<file path="config.mk">
export PLATFORM = sky130hd
export DESIGN_NAME = fixed_slot_free_list_store_top
export DESIGN_NICKNAME = d
export VERILOG_FILES = /design/src/sv/fsfl_pkg.sv /design/src/sv/fixed_slot_free_list_store_top.sv
export SDC_FILE = /design/constraint.sdc
export NUM_CORES = 2
export LEC_CHECK = 0
export BUFFER_PORTS_ARGS = -buffer_cell sky130_fd_sc_hd__buf_2
export CORE_ASPECT_RATIO = 0.5
export CORE_MARGIN = 2
export CORE_UTILIZATION = 45
export DETAILED_ROUTE_END_ITERATION = 6
export PLACE_DENSITY = 0.57
export SYNTH_ARGS = -nofsm -noshare
export SYNTH_HDL_FRONTEND = slang
export SYNTH_SLANG_ARGS = --single-unit
export TNS_END_PERCENT = 30
</file>
<file path="constraint.sdc">
create_clock -name clock -period 9.06 [get_ports clock]
set_clock_uncertainty 0.1 [all_clocks]
set_input_delay 0 -clock clock [delete_from_list [all_inputs] [get_ports clock]]
set_output_delay 0 -clock clock [all_outputs]
set_load 0.02 [all_outputs]
</file>
<file path="src/sv/fsfl_pkg.sv">
`timescale 1ns / 1ps
`default_nettype none
package fsfl_pkg;

   localparam int SLOTS       = 32;
   localparam int RECORD_BITS = 64;
   localparam int SLOT_W      = $clog2(SLOTS);
   localparam int COUNT_W     = $clog2(SLOTS + 1);
   localparam int POS_W       = 5;
   localparam int PAYLOAD_W   = 64;

   typedef enum logic [1:0] {
      OP_ADD    = 2'd0,
      OP_DELETE = 2'd1,
      OP_READ   = 2'd2,
      OP_LIST   = 2'd3
   } op_type;

   typedef enum logic [2:0] {
      ST_OK      = 3'd0,
      ST_RANGE   = 3'd1,
      ST_DELETED = 3'd2,
      ST_FULL    = 3'd3,
      ST_NONE    = 3'd4
   } status_type;

   typedef enum logic [1:0] {
      FSM_IDLE = 2'd0,
      FSM_EXEC = 2'd1,
      FSM_LIST = 2'd2
   } fsm_type;

   typedef struct packed {
      op_type                 op;
      logic [POS_W-1:0]       pos;
      logic [PAYLOAD_W-1:0]   payload;
   } req_type;

   typedef struct packed {
      status_type             status;
      logic [POS_W-1:0]       slot;
      logic [PAYLOAD_W-1:0]   record_out;
      logic                   last;
   } rsp_type;

   // link entry: live bit, link valid bit, next free slot
   typedef struct packed {
      logic                   live;
      logic                   nxt_vld;
      logic [SLOT_W-1:0]      nxt;
   } link_type;

endpackage
`default_nettype wire

</file>
<file path="src/sv/fixed_slot_free_list_store_top.sv">
`timescale 1ns / 1ps
`default_nettype none
// add, delete and read: the exec state, then a registered result; no new word while busy
// list: accept, a read of each used slot, the read return, then the last word
// throughput set by the single read-modify-write pass through the slot memories
// reset (synchronous, active high) empties the store: no slots used, free list empty
// results are strobed for one cycle; the receiver cannot stall
module fixed_slot_free_list_store_top (
   input  wire logic             clock,
   input  wire logic             reset,
   input  wire logic             start,
   output logic                  busy,
   input  wire fsfl_pkg::req_type req_word,
   output logic                  rsp_strobe,
   output fsfl_pkg::rsp_type     rsp_word
);

   localparam int SW = fsfl_pkg::SLOT_W;
   localparam int CW = fsfl_pkg::COUNT_W;
   localparam int RB = fsfl_pkg::RECORD_BITS;

   // slot memories, payload and link/live word, registered read
   logic [RB-1:0]          pay_mem [fsfl_pkg::SLOTS];
   fsfl_pkg::link_type     link_mem [fsfl_pkg::SLOTS];
   logic [RB-1:0]          pay_rd_ff;
   fsfl_pkg::link_type     link_rd_ff;

   logic                   rd_en;
   logic [SW-1:0]          rd_addr;
   logic                   pay_we;
   logic                   link_we;
   logic [SW-1:0]          wr_addr;
   logic [RB-1:0]          pay_wdata;
   fsfl_pkg::link_type     link_wdata;

   fsfl_pkg::fsm_type      state_ff, state_in;
   fsfl_pkg::req_type      req_ff, req_in;
   logic [SW-1:0]          head_ff, head_in;
   logic                   head_vld_ff, head_vld_in;
   logic [CW-1:0]          used_ff, used_in;

   // list walk: issue counter, read-in-flight tag, one held result for the last flag
   logic [CW-1:0]          cnt_ff, cnt_in;
   logic                   rd_vld_ff, rd_vld_in;
   logic [SW-1:0]          rd_idx_ff, rd_idx_in;
   logic                   pend_vld_ff, pend_vld_in;
   logic [SW-1:0]          pend_slot_ff, pend_slot_in;
   logic [RB-1:0]          pend_rec_ff, pend_rec_in;

   logic                   rsp_strobe_ff, rsp_strobe_in;
   fsfl_pkg::rsp_type      rsp_ff, rsp_in;

   logic                   accept;
   logic                   issue;
   logic                   list_done;

   assign accept    = start && !busy;
   assign issue     = (state_ff == fsfl_pkg::FSM_LIST) && (cnt_ff < used_ff);
   assign list_done = (state_ff == fsfl_pkg::FSM_LIST) && (cnt_ff >= used_ff) && !rd_vld_ff;

   // memories
   always_ff @(posedge clock) begin
      if (pay_we) begin
         pay_mem[wr_addr] <= pay_wdata;
      end
      if (link_we) begin
         link_mem[wr_addr] <= link_wdata;
      end
      if (rd_en) begin
         pay_rd_ff  <= pay_mem[rd_addr];
         link_rd_ff <= link_mem[rd_addr];
      end
   end

   // read port: free head for add, pos for delete/read, walk counter for list
   always_comb begin
      rd_en   = 1'b0;
      rd_addr = req_word.pos[SW-1:0];
      if (state_ff == fsfl_pkg::FSM_LIST) begin
         rd_en   = issue;
         rd_addr = cnt_ff[SW-1:0];
      end else if (accept) begin
         rd_en   = 1'b1;
         rd_addr = (req_word.op == fsfl_pkg::OP_ADD) ? head_ff : req_word.pos[SW-1:0];
      end
   end

   // next state
   always_comb begin
      state_in = state_ff;
      case (state_ff)
         fsfl_pkg::FSM_IDLE: begin
            if (accept) begin
               state_in = (req_word.op == fsfl_pkg::OP_LIST) ? fsfl_pkg::FSM_LIST
                                                             : fsfl_pkg::FSM_EXEC;
            end
         end
         fsfl_pkg::FSM_EXEC: state_in = fsfl_pkg::FSM_IDLE;
         fsfl_pkg::FSM_LIST: begin
            if (list_done) begin
               state_in = fsfl_pkg::FSM_IDLE;
            end
         end
         default: state_in = fsfl_pkg::FSM_IDLE;
      endcase
   end

   // outputs
   always_comb begin
      busy       = (state_ff != fsfl_pkg::FSM_IDLE);
      rsp_strobe = rsp_strobe_ff;
      rsp_word   = rsp_ff;
   end

   // datapath: read-modify-write of one slot, or one step of the list walk
   always_comb begin
      logic [SW-1:0] s;
      logic          ok;
      s             = '0;
      ok            = 1'b0;
      req_in        = req_ff;
      head_in       = head_ff;
      head_vld_in   = head_vld_ff;
      used_in       = used_ff;
      cnt_in        = cnt_ff;
      rd_vld_in     = 1'b0;
      rd_idx_in     = rd_idx_ff;
      pend_vld_in   = pend_vld_ff;
      pend_slot_in  = pend_slot_ff;
      pend_rec_in   = pend_rec_ff;
      rsp_strobe_in = 1'b0;
      rsp_in        = rsp_ff;
      pay_we        = 1'b0;
      link_we       = 1'b0;
      wr_addr       = req_ff.pos[SW-1:0];
      pay_wdata     = req_ff.payload[RB-1:0];
      link_wdata    = '{live: 1'b1, nxt_vld: 1'b0, nxt: '0};

      if (accept) begin
         req_in      = req_word;
         cnt_in      = '0;
         pend_vld_in = 1'b0;
      end

      case (state_ff)
         fsfl_pkg::FSM_EXEC: begin
            rsp_strobe_in     = 1'b1;
            rsp_in.record_out = '0;
            rsp_in.last       = 1'b1;
            rsp_in.slot       = req_ff.pos;
            rsp_in.status     = fsfl_pkg::ST_OK;
            if (req_ff.op == fsfl_pkg::OP_ADD) begin
               if (head_vld_ff) begin
                  s           = head_ff;
                  head_in     = link_rd_ff.nxt;
                  head_vld_in = link_rd_ff.nxt_vld;
                  ok          = 1'b1;
               end else if (used_ff < CW'(fsfl_pkg::SLOTS)) begin
                  s       = used_ff[SW-1:0];
                  used_in = used_ff + CW'(1);
                  ok      = 1'b1;
               end
               if (ok) begin
                  wr_addr     = s;
                  pay_we      = 1'b1;
                  link_we     = 1'b1;
                  rsp_in.slot = fsfl_pkg::POS_W'(s);
               end else begin
                  rsp_in.status = fsfl_pkg::ST_FULL;
                  rsp_in.slot   = '0;
               end
            end else if (CW'(req_ff.pos) >= used_ff) begin
               rsp_in.status = fsfl_pkg::ST_RANGE;
            end else if (!link_rd_ff.live) begin
               rsp_in.status = fsfl_pkg::ST_DELETED;
            end else if (req_ff.op == fsfl_pkg::OP_READ) begin
               rsp_in.record_out = fsfl_pkg::PAYLOAD_W'(pay_rd_ff);
            end else begin
               // delete: push the slot on the free list
               link_we     = 1'b1;
               link_wdata  = '{live: 1'b0, nxt_vld: head_vld_ff, nxt: head_ff};
               head_in     = req_ff.pos[SW-1:0];
               head_vld_in = 1'b1;
            end
         end
         fsfl_pkg::FSM_LIST: begin
            if (issue) begin
               cnt_in    = cnt_ff + CW'(1);
               rd_vld_in = 1'b1;
               rd_idx_in = cnt_ff[SW-1:0];
            end
            // a live slot releases the one held before it, not yet last
            if (rd_vld_ff && link_rd_ff.live) begin
               if (pend_vld_ff) begin
                  rsp_strobe_in     = 1'b1;
                  rsp_in.status     = fsfl_pkg::ST_OK;
                  rsp_in.slot       = fsfl_pkg::POS_W'(pend_slot_ff);
                  rsp_in.record_out = fsfl_pkg::PAYLOAD_W'(pend_rec_ff);
                  rsp_in.last       = 1'b0;
               end
               pend_vld_in  = 1'b1;
               pend_slot_in = rd_idx_ff;
               pend_rec_in  = pay_rd_ff;
            end
            if (list_done) begin
               rsp_strobe_in = 1'b1;
               rsp_in.last   = 1'b1;
               pend_vld_in   = 1'b0;
               if (pend_vld_ff) begin
                  rsp_in.status     = fsfl_pkg::ST_OK;
                  rsp_in.slot       = fsfl_pkg::POS_W'(pend_slot_ff);
                  rsp_in.record_out = fsfl_pkg::PAYLOAD_W'(pend_rec_ff);
               end else begin
                  rsp_in.status     = fsfl_pkg::ST_NONE;
                  rsp_in.slot       = '0;
                  rsp_in.record_out = '0;
               end
            end
         end
         default: begin
         end
      endcase
   end

   // control registers
   always_ff @(posedge clock) begin
      if (reset) begin
         state_ff      <= fsfl_pkg::FSM_IDLE;
         head_vld_ff   <= 1'b0;
         used_ff       <= '0;
         cnt_ff        <= '0;
         rd_vld_ff     <= 1'b0;
         pend_vld_ff   <= 1'b0;
         rsp_strobe_ff <= 1'b0;
      end else begin
         state_ff      <= state_in;
         head_vld_ff   <= head_vld_in;
         used_ff       <= used_in;
         cnt_ff        <= cnt_in;
         rd_vld_ff     <= rd_vld_in;
         pend_vld_ff   <= pend_vld_in;
         rsp_strobe_ff <= rsp_strobe_in;
      end
   end

   // payload registers
   always_ff @(posedge clock) begin
      req_ff       <= req_in;
      head_ff      <= head_in;
      rd_idx_ff    <= rd_idx_in;
      pend_slot_ff <= pend_slot_in;
      pend_rec_ff  <= pend_rec_in;
      rsp_ff       <= rsp_in;
   end

`ifndef SYNTHESIS
   // the free list only ever points at slots already in use
   assert property (@(posedge clock) disable iff (reset)
      head_vld_ff |-> (CW'(head_ff) < used_ff))
      else $error("free list head beyond used slots");

   // every failure is a single, final word with no record
   assert property (@(posedge clock) disable iff (reset)
      (rsp_strobe && (rsp_word.status != fsfl_pkg::ST_OK))
         |-> (rsp_word.last && (rsp_word.record_out == '0)))
      else $error("error word not final or carries a record");

   // a single-slot op answers with a final word, registered after the exec state that follows acceptance
   assert property (@(posedge clock) disable iff (reset)
      (accept && (req_word.op != fsfl_pkg::OP_LIST)) |=> ##1 (rsp_strobe && rsp_word.last))
      else $error("missing result for single-slot op");

   // used count never exceeds capacity
   assert property (@(posedge clock) disable iff (reset)
      used_ff <= CW'(fsfl_pkg::SLOTS))
      else $error("used slot count overflow");
`endif

endmodule
`default_nettype wire
</file>
# == Word level (Yosys, flattened, before mapping) ==
# Memory sizes are Yosys's and may differ from the RTL's. A register that Yosys moved wholly into a read port is not among the register bits.
# Cells that the tools add are included.
# word_totals
reg_bits,241
ram_bits,2272
input_bits,74
out_inout_bits,75
word_cells,132
mem_count,2
# op_classes
addsub,2
order_cmp,4
n_eq_ne,11
n_mux,72
bitwise_logic,2
reduce_logical,21
# mem_list
memory,depth,width,read_ports,rd_ports_with_merged_regs,write_ports,line,source
pay_mem,32,64,1,1,1,fixed_slot_free_list_store_top.sv:23,logic [RB-1:0] pay_mem [fsfl_pkg::SLOTS];
link_mem,32,7,1,1,1,fixed_slot_free_list_store_top.sv:24,fsfl_pkg::link_type link_mem [fsfl_pkg::SLOTS];
# op_table
operator,n
2-to-1 mux 64 bit,4
2-to-1 mux 73 bit,3
case mux 73 bit (2 select lines),1
2-to-1 mux 5 bit,15
2-to-1 mux 72 bit,1
2-to-1 mux 7 bit,5
2-to-1 mux 1 bit,31
2-to-1 mux 6 bit,3
"adder 6 x 1 -> 6 bit, second input constant",2
2-to-1 mux 2 bit,6
"!= test 2 bit, second input constant",5
AND reduction 4 bit,2
"equality test 2 bit, second input constant",3
>= comparator 5 x 6 -> 1 bit,1
>= comparator 6 bit,1
logical NOT 2 bit,3
less-than comparator 6 bit,1
"less-than comparator 6 bit, second input constant",1
AND reduction 2 bit,3
nonzero test 2 bit,3
logical AND 1 bit,5
AND reduction 5 bit,1
case mux 2 bit (2 select lines),1
2-to-1 mux 3 bit,1
8 further kinds,10

# == Logic depth before layout (Yosys ltp) ==
# logic_depth
word_depth,10
ltp_mapped,16
mapped_depth_nobuf,11

# == Worst setup path before layout ==
# Ideal clock, no wire load.
# synth_path
path_kind,reg2reg
startpoint,register state_ff[0]
endpoint,"register, netlist name link_rd_ff[0]"
t_arrival_ns,6.300
required_time_ns,8.362
setup_slack_ns,2.062
path_stages_with_launch,8
synth_period_minus_slack_ns,6.998
path_cell_list,dfxtp_1 -> inv_1 -> ha_1 -> buf_2 -> buf_2 -> buf_1 -> clkbuf_1 -> o21ai_0
# synth_via
elab_chain_cells,5
word_cells_on_any_way,9
cone_classes,1 x eq/ne; 4 x mux; 4 x reduce/logical
# synth_rtl
element,line,source
start: declaration,fixed_slot_free_list_store_top.sv:36,"fsfl_pkg::fsm_type state_ff, state_in;"
start signal: assignment,fixed_slot_free_list_store_top.sv:228,state_ff <= fsfl_pkg::FSM_IDLE;
start signal: assignment,fixed_slot_free_list_store_top.sv:236,state_ff <= state_in;
nonzero test 2 bit,fixed_slot_free_list_store_top.sv:110,busy = (state_ff != fsfl_pkg::FSM_IDLE);
logical NOT 1 bit,fixed_slot_free_list_store_top.sv:57,assign accept = start && !busy;
logical AND 1 bit,fixed_slot_free_list_store_top.sv:57,
2-to-1 mux 1 bit,fixed_slot_free_list_store_top.sv:82,end else if (accept) begin
2-to-1 mux 1 bit *,fixed_slot_free_list_store_top.sv:79,if (state_ff == fsfl_pkg::FSM_LIST) begin
via rd_en,fixed_slot_free_list_store_top.sv:28,logic rd_en;
# Mark *: on every way through the listed nets, which the timed path passes. The rest lies on a longest branch.
# A chain may end at the register's enable or synchronous reset.

# == Worst setup path in the final report ==
# layout_path
startpoint,register state_ff[0]
endpoint,"register pay_rd_ff[24], read port of pay_mem, data pin"
# layout_via
elab_chain_cells,5
word_cells_on_any_way,9
cone_classes,1 x eq/ne; 4 x mux; 4 x reduce/logical
# layout_rtl
element,line,source
nonzero test 2 bit,fixed_slot_free_list_store_top.sv:110,
logical NOT 1 bit,fixed_slot_free_list_store_top.sv:57,
logical AND 1 bit,fixed_slot_free_list_store_top.sv:57,
2-to-1 mux 5 bit / 2-to-1 mux 1 bit (equally long branches),fixed_slot_free_list_store_top.sv:82,
2-to-1 mux 5 bit / 2-to-1 mux 1 bit (equally long branches),fixed_slot_free_list_store_top.sv:79,
end: declaration,fixed_slot_free_list_store_top.sv:25,logic [RB-1:0] pay_rd_ff;
# Several ways; a longest one is shown, not always the timed one.

==> impl_metrics.sql <==
INSERT INTO impl_metrics (metric_group, metric, value, unit) VALUES
('final_layout', 'area_delta_synth_final', '13.4', '%'),
('grt', 'grt_pass1_vias', '54100', ''),
('route', 'met1Wirelength', '122', 'mm'),
('timing', 'final-setup-viol-count', '0', ''),
('final_layout', 'finalCoreUtilization', '0.515', ''),
('cts', 'h-tree-depth', '4', ''),
('power', 'power.ir.vdd_worst', '163', 'uV'),
('setup_path', 'worstSetupEndpoint', 'pay_rd_ff[24]', ''),
('setup_path', 'worst_r2r_startpoint', 'state_ff[0]', ''),
('placement', 'dp.final_hpwl', '142', 'mm'),
('placement', 'pre_cts_slack', '3.16', 'ns'),
('die', 'dieArea', '225000', 'sq um'),
('logic_synthesis', 'synthArstFlopShare', '0', ''),
('timing', 'worst-slew-pin-transition', '1.34', 'ns'),
('timing', 'final-hold-violation-count', '0', ''),
('setup_path', 'kind_of_end_point_of_the_critical_path', 'flip-flop', ''),
('timing', 'final.period_utilization', '0.652', ''),
('cts', 'clock_path_buffers', '4', ''),
('grt', 'grt_start_max_net_pins', '163', ''),
('timing', 'max_slew_margin', '0.106', ''),
('power', 'power.static_leakage', '0.0366', 'uW'),
('min_path', 'hold_class', 'input port to flip-flop', ''),
('route', 'route.detailed.wl_per_inst', '32.0', 'um'),
('setup_path', 'timing.critical_path.cells', 'inv_1 -> ha_1 -> and4bb_1 -> mux2i_4 -> buf_4 -> nand2_8 -> buf_12 -> buf_4 -> mux4_2 -> a32oi_1 -> o21a_1 -> a31oi_1', ''),
('route', 'drt_pass1_iterations', '7', ''),
('setup_path', 'timing.reg2reg.worst_path_depth', '12', ''),
('route', 'detailed_route_wirelength_on_metal2', '133', 'mm'),
('placement', 'numPortBuffers', '148', ''),
('logic_synthesis', 'avgSynthCellArea', '17.9', 'sq um'),
('die', 'effective_utilization_at_floorplan', '0.454', ''),
('final_layout', 'layout.nets', '5944', ''),
('timing', 'timing.final.max_slew_violations', '0', ''),
('route', 'drc', '2', ''),
('logic_synthesis', 'synth_enable_flop_cells', '2566', ''),
('route', 'routed-via-count', '55400', ''),
('cts', 'numClockSinks', '2584', ''),
('logic_synthesis', 'yosys.cell_types.count', '70', ''),
('cts', 'cts_tree', 'built', ''),
('setup_path', 'worst_ep_required_time', '9.53', 'ns'),
('setup_path', 'critPathMostFrequentCell', 'buf_4', ''),
('setup_path', 'worst-r2r-setup-slack', '3.15', 'ns'),
('setup_path', 'cpMaxStageDelayCell', 'nand2_8', ''),
('route', 'routed_via_density', '6.16', ''),
('outcome', 'failed_checks', 'design-rule violations', ''),
('route', 'top_layer_used', 'met4', ''),
('logic_synthesis', 'synth_seq_cells', '2584', ''),
('timing', 'rsz_0062_raised_after_global_routing', 'false', ''),
('setup_path', 'crit_type', 'flip-flop to flip-flop', ''),
('timing', 'post-route-worst-setup-slack', '3.15', 'ns'),
('grt', 'antenna_found_initial', '11', ''),
('logic_synthesis', 'synth.yosys.warnings', '0', ''),
('flow_run', 'maxCapViolations', '0', ''),
('setup_path', 'crit_path_start', 'state_ff[0]', ''),
('outcome', 'run_status', 'complete, but fails checks', ''),
('grt', 'grt_overflow_total', '0', ''),
('logic_synthesis', 'syn_area', '99200', 'sq um'),
('final_layout', 'final_layout_size_suffix_gt1_frac', '0.160', ''),
('logic_synthesis', 'synth_top_flop_cell', 'edfxtp_1', ''),
('route', 'met3WireLength', '26.3', 'mm'),
('die', 'floorplan.io_pins', '149', ''),
('placement', 'gpl_congestion', '0.843', ''),
('die', 'die_h', '336', 'um'),
('setup_path', 'maximum_fanout_encountered_on_the_critical_timing_path', '112', ''),
('power', 'power_density', '224', 'nW/um^2'),
('setup_path', 'startpoint_type', 'flip-flop', ''),
('grt', 'grt_first_pass_wirelength', '404', 'mm'),
('setup_path', 'worst_ep_arrival_time', '6.38', 'ns'),
('route', 'drtAntennaViolNets', '0', ''),
('logic_synthesis', 'synth_seq_area_share', '0.780', ''),
('grt', 'overall_global_routing_usage', '0.253', ''),
('route', 'wl', '288', 'mm');
## power breakdown
part	switching, uW	internal, uW	total, uW
Clock	4370	5540	9910
Combinational	1160	630	1790
Sequential	227	13300	13500
## worst max-delay path, delay by kind of cell (launching register included)
family,cells,cell delay (ns)
buffers and inverters,4,2.01
and+or+nand+nor,2,1.62
muxes,2,0.72
AOI/OAI and AO/OA,3,0.42
DFF,1,0.32
adders and majority gates,1,0.20
## final cells by class
| class | instances | area, sq um |
|---|---|---|
| flip-flops and latches | 2584 | 77400 |
| well taps | 2952 | 3690 |
| repair buffers | 423 | 3380 |
| fillers | 17400 | 106000 |
| diodes | 5 | 12.5 |
| clock buffers | 267 | 5960 |
| multi-input cells | 2597 | 20500 |
| clock inverters | 148 | 1470 |
| inverters | 18 | 70.1 |
## cell families (layout without fill, tap and decap cells)
group / count (synthesis) / in the layout / share of synthesized area
compound gates: 995 / 995 / 0.0729
fa+ha+maj: 16 / 16 / 0.00202
other cells: 0 / 5 / 0
flops: 2584 / 2584 / 0.780
xor+xnor: 4 / 4 / 0.000353
simple gates: 1082 / 1082 / 0.0454
buf+inv: 350 / 856 / 0.0174
mux: 500 / 500 / 0.0818
## cells in the final DEF (no fill, tap or decap), types with 12 or more instances in the layout
cell type / netlist / layout
a2111oi_2: 19 / 19
a211oi_1: 13 / 13
a21boi_0: 21 / 21
a21oi_1: 256 / 255
a221o_1: 12 / 12
a221oi_1: 25 / 25
a221oi_2: 30 / 30
a22o_1: 66 / 66
a22oi_1: 113 / 113
a31oi_1: 98 / 97
a32o_1: 42 / 42
a32oi_1: 80 / 80
and3_1: 43 / 41
buf_12: 0 / 16
buf_2: 135 / 148
buf_4: 18 / 110
bufinv_16: 0 / 30
clkbuf_1: 138 / 34
clkbuf_16: 0 / 233
clkinv_1: 2 / 57
clkinv_2: 0 / 49
dfxtp_1: 18 / 18
dlygate4sd3_1: 0 / 149
edfxtp_1: 2566 / 2566
ha_1: 16 / 16
inv_1: 16 / 15
mux2i_1: 247 / 247
mux4_2: 246 / 246
nand2_1: 729 / 723
nand3_1: 112 / 111
nor2_1: 128 / 92
nor2_4: 0 / 38
nor4_1: 13 / 13
o21a_1: 40 / 39
o21ai_0: 54 / 53
o22ai_1: 67 / 67
## timing repair
action,4_1_cts,5_1_grt
endpoints found under the hold margin,89,0
gates resized for setup,0,0
endpoints found under the setup margin,0,0
hold buffers,149,0
## worst min-delay path by stage
stage,start,to,slack [ns],cells past startpoint
CTS,start,cnt_ff[1],0.08,5
global route,start,cnt_ff[1],0.15,5
global placement,req_word[16],pay_wdata[16],0.08,1
floorplan,req_word[0],pay_wdata[0],-0.001,0
finish,start,cnt_ff[1],0.15,5
detailed placement,req_word[25],pay_wdata[25],0.08,1
## synth_stat cells, types with 6 or more instances
library cell	instances	area, sq um
nor2_1	128	480
buf_1	18	67.6
edfxtp_1	2566	77100
a32oi_1	80	701
clkbuf_1	138	518
a211oi_1	13	97.6
buf_4	18	135
nor2b_1	6	37.5
dfxtp_1	18	360
and2_1	11	68.8
a221o_1	12	120
o21a_1	40	300
a41oi_1	9	78.8
a22oi_1	113	848
mux2i_1	247	2470
o21ai_1	10	50.1
a21boi_0	21	158
nand4_1	8	50.1
a31oi_1	98	613
buf_2	135	676
mux4_2	246	5540
a221oi_1	25	219
ha_1	16	200
o31a_1	9	78.8
inv_1	16	60.1
nand3_1	112	561
buf_6	21	236
a221oi_2	30	450
nor3_1	9	45.0
o21ai_0	54	270
a22o_1	66	578
and3_1	43	269
a2111oi_2	19	285
a32o_1	42	420
o22ai_1	67	419
a21oi_1	256	1280
nand2_1	729	2740
nor4_1	13	81.3
## flip-flops by register name (all words and copies together) (netlist names), 6 cells and up
signal and cells:
cnt_ff 6, link_mem 224, link_rd_ff 7, pay_mem 2048, pay_rd_ff 64, pay_wdata 64
pend_rec_ff 64, req_ff 7, rsp_word 73, used_ff 6
## layer usage
layer / up-vias / track usage
li1: 22900 / -
met1: 29400 / 0.372
met2: 2769 / 0.399
met3: 422 / 0.0406
met4: 0 / 0.0618
met5: - / 0
## metrics by stage
| step | power [uW] | cells | cell area (sq um) |
|---|---|---|---|
| 2_1_floorplan | 14900 | 5531 | 99200 |
| 3_3_place_gp | 15500 | 8425 | 104000 |
| 3_5_place_dp | 15500 | 8425 | 104000 |
| 4_1_cts | 25400 | 8989 | 112000 |
| 5_1_grt | 26000 | 8989 | 112000 |
| 6_report | 25200 | 8994 | 112000 |
(Power assumes the default switching activity.)
